### config.mk
export PLATFORM = sky130hd
export DESIGN_NAME = nutrient_ph_dosing_sequencer
export DESIGN_NICKNAME = d
export VERILOG_FILES = /design/src/rtl/core/ndsq_pkg.sv /design/src/rtl/core/nutrient_ph_dosing_sequencer.sv
export SDC_FILE = /design/constraint.sdc
export NUM_CORES = 1
export LEC_CHECK = 0
export BUFFER_PORTS_ARGS = -buffer_cell sky130_fd_sc_hd__buf_2
export CAP_MARGIN = 0
export CELL_PAD_IN_SITES_DETAIL_PLACEMENT = 1
export CELL_PAD_IN_SITES_GLOBAL_PLACEMENT = 1
export CORE_UTILIZATION = 35
export CTS_BUF_LIST = sky130_fd_sc_hd__clkbuf_8
export CTS_CLUSTER_DIAMETER = 120
export CTS_CLUSTER_SIZE = 16
export DETAILED_ROUTE_END_ITERATION = 12
export GPL_ROUTABILITY_DRIVEN = 0
export PLACE_DENSITY = 0.59
export SLEW_MARGIN = 20
export SYNTH_ARGS = -nofsm -noshare
export SYNTH_HDL_FRONTEND = slang
export SYNTH_SLANG_ARGS = --single-unit
### constraint.sdc
create_clock -name clk -period 7.3 [get_ports clk]
set_clock_uncertainty 0.15 [all_clocks]
set_input_delay 0.365 -clock clk [delete_from_list [all_inputs] [get_ports clk]]
set_output_delay 0.365 -clock clk [all_outputs]
set_load 0.01 [all_outputs]
### src/rtl/core/ndsq_pkg.sv
// Shared types and constants for the nutrient and pH dosing sequencer.
package ndsq_pkg;

	localparam int unsigned TimeW  = 32;
	localparam int unsigned PhW    = 11;
	localparam int unsigned TdsW   = 16;
	localparam int unsigned DurW   = 20;
	localparam int unsigned MaskW  = 4;
	localparam int unsigned CfgIdxW = 3;
	localparam int unsigned CfgDataW = 20;

	typedef enum logic [2:0] {
		MODE_IDLE    = 3'd0,
		MODE_WATER   = 3'd1,
		MODE_NUT_INJ = 3'd2,
		MODE_NUT_MIX = 3'd3,
		MODE_PH_INJ  = 3'd4,
		MODE_PH_MIX  = 3'd5,
		MODE_FORCED  = 3'd6
	} mode_t;

	typedef enum logic [CfgIdxW-1:0] {
		REG_PH_MIN      = 3'd0,
		REG_PH_MAX      = 3'd1,
		REG_TDS_MIN     = 3'd2,
		REG_TDS_MAX     = 3'd3,
		REG_NUT_INJ_MS  = 3'd4,
		REG_PH_INJ_MS   = 3'd5,
		REG_MIX_LOCK_MS = 3'd6
	} cfg_reg_t;

	// pump drive bit positions
	localparam int unsigned P_WATER = 0;
	localparam int unsigned P_NUT   = 1;
	localparam int unsigned P_PH    = 2;
	localparam int unsigned P_MIX   = 3;

	localparam logic [DurW-1:0] NUT_INJ_MS_RST  = 20'd3000;
	localparam logic [DurW-1:0] PH_INJ_MS_RST   = 20'd3000;
	localparam logic [DurW-1:0] MIX_LOCK_MS_RST = 20'd15000;

endpackage

### src/rtl/core/nutrient_ph_dosing_sequencer.sv
// Nutrient and pH dosing sequencer: mode FSM, dosing timers and pump drive.
// A result beat is valid in the cycle after its input beat is taken.
// Throughput: one evaluation per cycle; the state registers double as the result
// register, so input is stalled only while a result beat is held by out_stall.
// Reset: mode idle, all pumps off, timer starts zero, thresholds zero,
// inject times 3000 ms, mix lock 15000 ms; no result pending.
module nutrient_ph_dosing_sequencer (
	input  logic                            clk,
	input  logic                            arst_n,
	input  logic                            in_valid,
	output logic                            in_stall,
	input  logic [ndsq_pkg::TimeW-1:0]      now_ms,
	input  logic [ndsq_pkg::PhW-1:0]        ph_reading,
	input  logic [ndsq_pkg::TdsW-1:0]       tds_reading,
	input  logic                            water_request,
	input  logic [ndsq_pkg::MaskW-1:0]      force_enable_mask,
	input  logic [ndsq_pkg::MaskW-1:0]      force_value_mask,
	output logic                            out_valid,
	input  logic                            out_stall,
	output logic [2:0]                      mode,
	output logic                            water_on,
	output logic                            nutrient_pump_on,
	output logic                            phdown_pump_on,
	output logic                            mixer_pump_on,
	input  logic                            cfg_we,
	input  logic [ndsq_pkg::CfgIdxW-1:0]    cfg_index,
	input  logic [ndsq_pkg::CfgDataW-1:0]   cfg_data
);

	// configuration
	logic [ndsq_pkg::PhW-1:0]  ph_min_q, ph_max_q;
	logic [ndsq_pkg::TdsW-1:0] tds_min_q, tds_max_q;
	logic [ndsq_pkg::DurW-1:0] nut_inj_ms_q, ph_inj_ms_q, mix_lock_ms_q;

	// sequencer state
	ndsq_pkg::mode_t            mode_q, mode_d;
	logic [ndsq_pkg::MaskW-1:0] pump_q, pump_d;
	logic [ndsq_pkg::TimeW-1:0] nut_start_q, ph_start_q, mix_start_q;
	logic                       out_valid_q;

	logic accept;
	logic force_on, tds_ok, ph_ok;
	logic idle_tds_hit, idle_ph_hit;
	logic nut_exp, ph_exp, mix_exp;
	logic tds_done, ph_done;
	logic set_nut_start, set_ph_start;
	logic [ndsq_pkg::TimeW-1:0] nut_elapsed, ph_elapsed, mix_elapsed;

	assign in_stall = out_valid_q & out_stall;
	assign accept   = in_valid & ~in_stall;

	always_ff @(posedge clk or negedge arst_n) begin
		if (!arst_n) begin
			ph_min_q      <= '0;
			ph_max_q      <= '0;
			tds_min_q     <= '0;
			tds_max_q     <= '0;
			nut_inj_ms_q  <= ndsq_pkg::NUT_INJ_MS_RST;
			ph_inj_ms_q   <= ndsq_pkg::PH_INJ_MS_RST;
			mix_lock_ms_q <= ndsq_pkg::MIX_LOCK_MS_RST;
		end else if (cfg_we) begin
			case (ndsq_pkg::cfg_reg_t'(cfg_index))
				ndsq_pkg::REG_PH_MIN:      ph_min_q      <= cfg_data[ndsq_pkg::PhW-1:0];
				ndsq_pkg::REG_PH_MAX:      ph_max_q      <= cfg_data[ndsq_pkg::PhW-1:0];
				ndsq_pkg::REG_TDS_MIN:     tds_min_q     <= cfg_data[ndsq_pkg::TdsW-1:0];
				ndsq_pkg::REG_TDS_MAX:     tds_max_q     <= cfg_data[ndsq_pkg::TdsW-1:0];
				ndsq_pkg::REG_NUT_INJ_MS:  nut_inj_ms_q  <= cfg_data;
				ndsq_pkg::REG_PH_INJ_MS:   ph_inj_ms_q   <= cfg_data;
				ndsq_pkg::REG_MIX_LOCK_MS: mix_lock_ms_q <= cfg_data;
				default: ;
			endcase
		end
	end

	assign force_on = |force_enable_mask;
	assign tds_ok   = (tds_min_q != '0) && (tds_max_q != '0) && (tds_reading != '0);
	assign ph_ok    = (ph_min_q != '0) && (ph_max_q != '0) && (ph_reading != '0);

	assign idle_tds_hit = tds_ok && (tds_reading <= tds_min_q);
	assign idle_ph_hit  = ph_ok && (ph_reading >= ph_max_q);
	// mix-phase exits skip the availability check
	assign tds_done = (tds_reading >= tds_max_q) || force_on;
	assign ph_done  = (ph_reading <= ph_min_q) || force_on;

	// wrapping elapsed time, expired when strictly above the duration
	assign nut_elapsed = now_ms - nut_start_q;
	assign ph_elapsed  = now_ms - ph_start_q;
	assign mix_elapsed = now_ms - mix_start_q;
	assign nut_exp = nut_elapsed > {{(ndsq_pkg::TimeW-ndsq_pkg::DurW){1'b0}}, nut_inj_ms_q};
	assign ph_exp  = ph_elapsed  > {{(ndsq_pkg::TimeW-ndsq_pkg::DurW){1'b0}}, ph_inj_ms_q};
	assign mix_exp = mix_elapsed > {{(ndsq_pkg::TimeW-ndsq_pkg::DurW){1'b0}}, mix_lock_ms_q};

	assign set_nut_start = ((mode_q == ndsq_pkg::MODE_IDLE) && idle_tds_hit) ||
		((mode_q == ndsq_pkg::MODE_NUT_MIX) && mix_exp);
	assign set_ph_start  = ((mode_q == ndsq_pkg::MODE_IDLE) && idle_ph_hit) ||
		((mode_q == ndsq_pkg::MODE_PH_MIX) && mix_exp);

	// next mode: later tests override earlier ones
	always_comb begin
		mode_d = mode_q;
		case (mode_q)
			ndsq_pkg::MODE_IDLE: begin
				if (idle_tds_hit) mode_d = ndsq_pkg::MODE_NUT_INJ;
				if (idle_ph_hit) mode_d = ndsq_pkg::MODE_PH_INJ;
				if (water_request) mode_d = ndsq_pkg::MODE_WATER;
				if (force_on) mode_d = ndsq_pkg::MODE_FORCED;
			end
			ndsq_pkg::MODE_WATER: begin
				if (!water_request) mode_d = ndsq_pkg::MODE_IDLE;
			end
			ndsq_pkg::MODE_NUT_INJ: begin
				if (force_on) mode_d = ndsq_pkg::MODE_IDLE;
				if (nut_exp) mode_d = ndsq_pkg::MODE_NUT_MIX;
			end
			ndsq_pkg::MODE_NUT_MIX: begin
				if (mix_exp) mode_d = ndsq_pkg::MODE_NUT_INJ;
				if (tds_done) mode_d = ndsq_pkg::MODE_IDLE;
			end
			ndsq_pkg::MODE_PH_INJ: begin
				if (force_on) mode_d = ndsq_pkg::MODE_IDLE;
				if (ph_exp) mode_d = ndsq_pkg::MODE_PH_MIX;
			end
			ndsq_pkg::MODE_PH_MIX: begin
				if (mix_exp) mode_d = ndsq_pkg::MODE_PH_INJ;
				if (ph_done) mode_d = ndsq_pkg::MODE_IDLE;
			end
			ndsq_pkg::MODE_FORCED: begin
				if (!force_on) mode_d = ndsq_pkg::MODE_IDLE;
			end
			default: mode_d = mode_q;
		endcase
	end

	// pump drive: actions accumulate in test order
	always_comb begin
		pump_d = pump_q;
		case (mode_q)
			ndsq_pkg::MODE_IDLE: begin
				if (idle_tds_hit) begin
					pump_d[ndsq_pkg::P_NUT] = 1'b1;
					pump_d[ndsq_pkg::P_MIX] = 1'b1;
				end
				if (idle_ph_hit) begin
					pump_d[ndsq_pkg::P_PH]  = 1'b1;
					pump_d[ndsq_pkg::P_MIX] = 1'b1;
				end
				if (water_request) pump_d[ndsq_pkg::P_WATER] = 1'b1;
			end
			ndsq_pkg::MODE_WATER: begin
				if (!water_request) pump_d[ndsq_pkg::P_WATER] = 1'b0;
			end
			ndsq_pkg::MODE_NUT_INJ: begin
				if (force_on) begin
					pump_d[ndsq_pkg::P_NUT] = 1'b0;
					pump_d[ndsq_pkg::P_MIX] = 1'b0;
				end
				if (nut_exp) pump_d[ndsq_pkg::P_NUT] = 1'b0;
			end
			ndsq_pkg::MODE_NUT_MIX: begin
				if (mix_exp) pump_d[ndsq_pkg::P_NUT] = 1'b1;
				if (tds_done) begin
					pump_d[ndsq_pkg::P_NUT] = 1'b0;
					pump_d[ndsq_pkg::P_MIX] = 1'b0;
				end
			end
			ndsq_pkg::MODE_PH_INJ: begin
				if (force_on) begin
					pump_d[ndsq_pkg::P_PH]  = 1'b0;
					pump_d[ndsq_pkg::P_MIX] = 1'b0;
				end
				if (ph_exp) pump_d[ndsq_pkg::P_PH] = 1'b0;
			end
			ndsq_pkg::MODE_PH_MIX: begin
				if (mix_exp) pump_d[ndsq_pkg::P_PH] = 1'b1;
				if (ph_done) begin
					pump_d[ndsq_pkg::P_PH]  = 1'b0;
					pump_d[ndsq_pkg::P_MIX] = 1'b0;
				end
			end
			ndsq_pkg::MODE_FORCED: begin
				if (!force_on) pump_d = '0;
				pump_d = (pump_d & ~force_enable_mask) | (force_value_mask & force_enable_mask);
			end
			default: pump_d = pump_q;
		endcase
	end

	always_ff @(posedge clk or negedge arst_n) begin
		if (!arst_n) begin
			mode_q      <= ndsq_pkg::MODE_IDLE;
			pump_q      <= '0;
			nut_start_q <= '0;
			ph_start_q  <= '0;
			mix_start_q <= '0;
			out_valid_q <= 1'b0;
		end else begin
			if (accept) begin
				mode_q <= mode_d;
				pump_q <= pump_d;
				if (set_nut_start) nut_start_q <= now_ms;
				if (set_ph_start) ph_start_q <= now_ms;
				if (set_nut_start || set_ph_start) mix_start_q <= now_ms;
			end
			// hold the result beat until taken
			if (accept) out_valid_q <= 1'b1;
			else if (!out_stall) out_valid_q <= 1'b0;
		end
	end

	assign out_valid        = out_valid_q;
	assign mode             = mode_q;
	assign water_on         = pump_q[ndsq_pkg::P_WATER];
	assign nutrient_pump_on = pump_q[ndsq_pkg::P_NUT];
	assign phdown_pump_on   = pump_q[ndsq_pkg::P_PH];
	assign mixer_pump_on    = pump_q[ndsq_pkg::P_MIX];

	a_accept_gives_result: assert property (@(posedge clk) disable iff (!arst_n)
		accept |=> out_valid_q) else $error("accepted beat produced no result");

	a_state_holds: assert property (@(posedge clk) disable iff (!arst_n)
		!accept |=> ($stable(mode_q) && $stable(pump_q) && $stable(mix_start_q)))
		else $error("sequencer state moved without an input beat");

	a_water_pump: assert property (@(posedge clk) disable iff (!arst_n)
		(mode_q == ndsq_pkg::MODE_WATER) |-> pump_q[ndsq_pkg::P_WATER])
		else $error("water mode with water pump off");

	a_nut_mix_pump: assert property (@(posedge clk) disable iff (!arst_n)
		(mode_q == ndsq_pkg::MODE_NUT_MIX) |-> !pump_q[ndsq_pkg::P_NUT])
		else $error("nutrient pump on while mixing");

	a_ph_mix_pump: assert property (@(posedge clk) disable iff (!arst_n)
		(mode_q == ndsq_pkg::MODE_PH_MIX) |-> !pump_q[ndsq_pkg::P_PH])
		else $error("pH-downer pump on while mixing");

endmodule
==> results.txt <==
sequential cell area = 5480 um^2
Max Slew Vio Count = 0
worst path required time = 7620 ps
Syn Area/Cell = 8.93 um^2
adder-cell share of the synthesized area = 0.155
RSZ-0062 raised after global routing = false
pwr/cell area = 394 nW/um^2
status = finished, final reports clean
final setup TNS = 0 ps
EDFF count, synth = 0
Yosys Warn Count = 0
final hold slack = 33.8 ps
Inst Count DP = 2,664
area occupied by multi-input gates = 10,700 um^2
Finish-stage setup viols = 0
placed cell areas = 18,600 um^2
crit path max-delay cell type = or4b_2
grt ovf = 0
ys async rst share = 1.00
Worst Reg2Reg Path Length in Cells = 21
post-synth cell types = 76
Peak VDD IR = 0.000168 V
post-route design area = 19,400 um^2
top-level I/O count = 105
post-route clock period utilization = 0.854
Pwr Total = 7660 uW
Die Height = 224 um
Via density = 5.35
FP Rows = 81
critical path type = input pin to flip-flop
total of max-cap violations = 0
Crit path max-delay family = compound AO/OA/AOI/OAI gates
Synth Area in Simple Gates = 0.140
reg2reg start = nut_start_q[0]
hold_sp = cfg_data[10]
Clock Latency Late Sink = 610 ps
Critical Path Sink Type = flip-flop
main combinational cell family by area after synthesis = compound AO/OA/AOI/OAI gates
clock share of power = 0.101
fin cells = 2,748
Core ar. = 48,800 um^2
hold crit path type = input pin to flip-flop
first-pass GRT wire length = 84,300 um
CTS sink cnt = 218
crit start category = input pin
top_reg_cell synth = dfrtp_1
FF-to-FF End = pump_q[1]
Starting Density = 0.354
net switching power = 3580 uW
internal power = 4080 uW
Wirelength per Cell = 19.4 um
CP Depth = 24
xor and xnor area share after synthesis = 0.0364
top cell type's share of synthesized area = 0.285
Reg2Reg Setup Slack = 1280 ps
clk buf depth = 3
Comb power frac = 0.649
Buffers on Ports = 104
crit path DAT = 6550 ps
antenna-violating nets left = 0
drc violations = 0
most frequent cells in the layout = 240 x inv_1, 207 x ha_1, 197 x dfrtp_1
top cells by area, synth = dfrtp_1 28%, ha_1 15%, mux2_2 8.1%, inv_1 5.0%, o21ai_0 4.5%
sw frac = 0.468
Hold Path End = ph_max_q[10]
share of cells above drive strength 1 = 0.164
final hold violation count = 0
Crit path buffers/inverters = 5
area grow syn2layout = 12.3%
largest net degree at the start of global routing = 85
worst hold stages = 3
CTS resizes = 0
Flop pwr share = 0.250
Cell Chain, Critical Path = dlygate4sd3_1 -> buf_2 -> inv_1 -> ha_1 -> inv_1 -> fa_1 -> a21o_1 -> a311o_1 -> a221oi_1 -> buf_4 -> o21ai_0 -> xor2_1 -> ha_1 -> nand4_1 -> or3_1 -> a21oi_1 -> or4b_2 -> o21ai_0 -> nand4_1 -> nor4b_1 -> nand4b_1 -> o31ai_1 -> nor2_1 -> o22a_1
overall routing resource usage = 0.212
Mapped Nets = 2,246
Mapped Area = 17,300 um^2
Seq/Total Area, Yosys = 0.317
FMAX = 160 MHz
vias in the first global route = 15,409
Synth Instances = 1,938
mux contribution to synthesized area = 0.110
Pleak = 0.00897 uW
fill count = 5,844
initial DRC count = 505
DIE WIDTH = 224 um
Worst-Margin Slew = 982 ps
CTS buffer count = 18
Slew headroom = 0.345
commonest non-fill, non-tap cell in the layout = inv_1
nets@finish = 2,379
Compound-Gate Fraction of Synth Area = 0.177
htree depth = 1
Tmin final = 6230 ps
Post-Route WL = 53,200 um
Final HPWL DP = 42,000 um
Worst-path clk slew = 130 ps
CP peak stage delay = 640 ps
area leader, netlist = dfrtp_1
CTS tree = yes
vias after detailed routing = 14,699
#FFs+latches synth = 218
Pre-Repair DR Iteration Count = 4
initial antenna violation count = 3
Root Buffer = clkbuf_8
Worst Path Max Fanout = 6
Die ar. = 50,300 um^2
## cell type report
type	instances	area share
Multi-Input combinational cell	1432	0.553
Antenna cell	1	0.000129
Sequential cell	218	0.282
Timing Repair Buffer	170	0.0594
Inverter	231	0.0446
Clock inverter	13	0.00464
Tap cell	664	0.0428
Clock buffer	19	0.0135
## state kept, by name (all words and copies together), names as in the netlist
signal / cells
mix_start_q: 32
nut_start_q: 32
ph_start_q: 32
mix_lock_ms_q: 20
nut_inj_ms_q: 20
ph_inj_ms_q: 20
tds_max_q: 16
tds_min_q: 16
ph_max_q: 11
ph_min_q: 11
pump_q: 4
mode: 3
out_valid: 1
## metal layers
metal / part of all wire / up-vias / GRT usage
met4: 0.022 / 0 / 0.0500
li1: - / 7157 / -
met5: 0 / - / 0
met2: 0.47 / 170 / 0.358
met3: 0.021 / 60 / 0.0185
met1: 0.49 / 7312 / 0.292
## kinds of logic after synthesis
group / Yosys count
simple gates: 495
compound gates: 494
buf+inv: 288
flops: 218
fa+ha+maj: 212
mux: 159
xor+xnor: 72
## per-stage QoR
stage / utilization / setup WS (ps)
after floorplan: - / 2030
after global placement: 0.380 / 976
after detailed placement: 0.380 / 927
after CTS: 0.398 / 991
after global routing: 0.398 / 749
final: 0.398 / 1070
## worst max-delay path by stage
| stage | start | end | slack [ps] |
|---|---|---|---|
| 2_1_floorplan | now_ms[0] | mode[1] | 2030 |
| 3_5_place_dp | now_ms[0] | pump_q[1] | 930 |
| 4_1_cts | now_ms[0] | pump_q[1] | 990 |
| 6_report | now_ms[0] | pump_q[1] | 1070 |
| 3_3_place_gp | now_ms[0] | pump_q[1] | 980 |
| 5_1_grt | now_ms[0] | pump_q[1] | 750 |
## power groups by stage
stage	logic (uW)	registers (uW)	clock network, uW
after global placement	4810	1920	0
after detailed placement	4960	1940	0
after floorplan	3730	1840	0
final	4970	1910	772
after global routing	5570	1970	850
after CTS	5010	1910	822
## synthesized netlist by cell type (5+ instances only)
library cell,instances
or3_1,14
o21ai_0,157
a221oi_1,6
mux2_2,125
and4_1,6
o21bai_1,11
ha_1,207
o31ai_1,6
mux2_4,30
buf_2,6
nand2_1,166
inv_1,231
nor2b_1,21
a211o_1,6
a21o_1,37
nor3b_1,9
o211ai_1,14
o21a_1,19
nand4b_1,5
a21oi_1,151
a31oi_1,10
fa_1,5
and2_1,5
nor2_1,95
xnor2_1,45
nor4_1,29
nor3_1,30
dfstp_2,21
nand2b_1,14
and3_1,6
a2111oi_0,6
nand4_1,39
dfrtp_1,197
clkbuf_1,48
nand3_1,40
xor2_1,27
a211oi_1,16
## what timing repair did
action	in CTS	in global routing
hold buffers	51	0
setup endpoints to repair	0	0
setup buffers	0	0
hold endpoints to repair	210	0
## worst reg2reg max path, stage by stage (launching register included)
cell,delay (ps)
dfrtp_1,370
ha_1,160
inv_1,50
fa_1,400
a21o_1,210
a311o_1,390
a221oi_1,380
buf_4,230
o21ai_0,160
xor2_1,200
ha_1,310
nand4_1,140
or3_1,210
a21oi_1,110
or4b_2,640
o21ai_0,380
nand4_1,130
nor4b_1,440
nand4b_1,190
o31ai_1,370
nor2_1,100
o22a_1,180
Note: power is estimated with default switching activity, not from simulation.
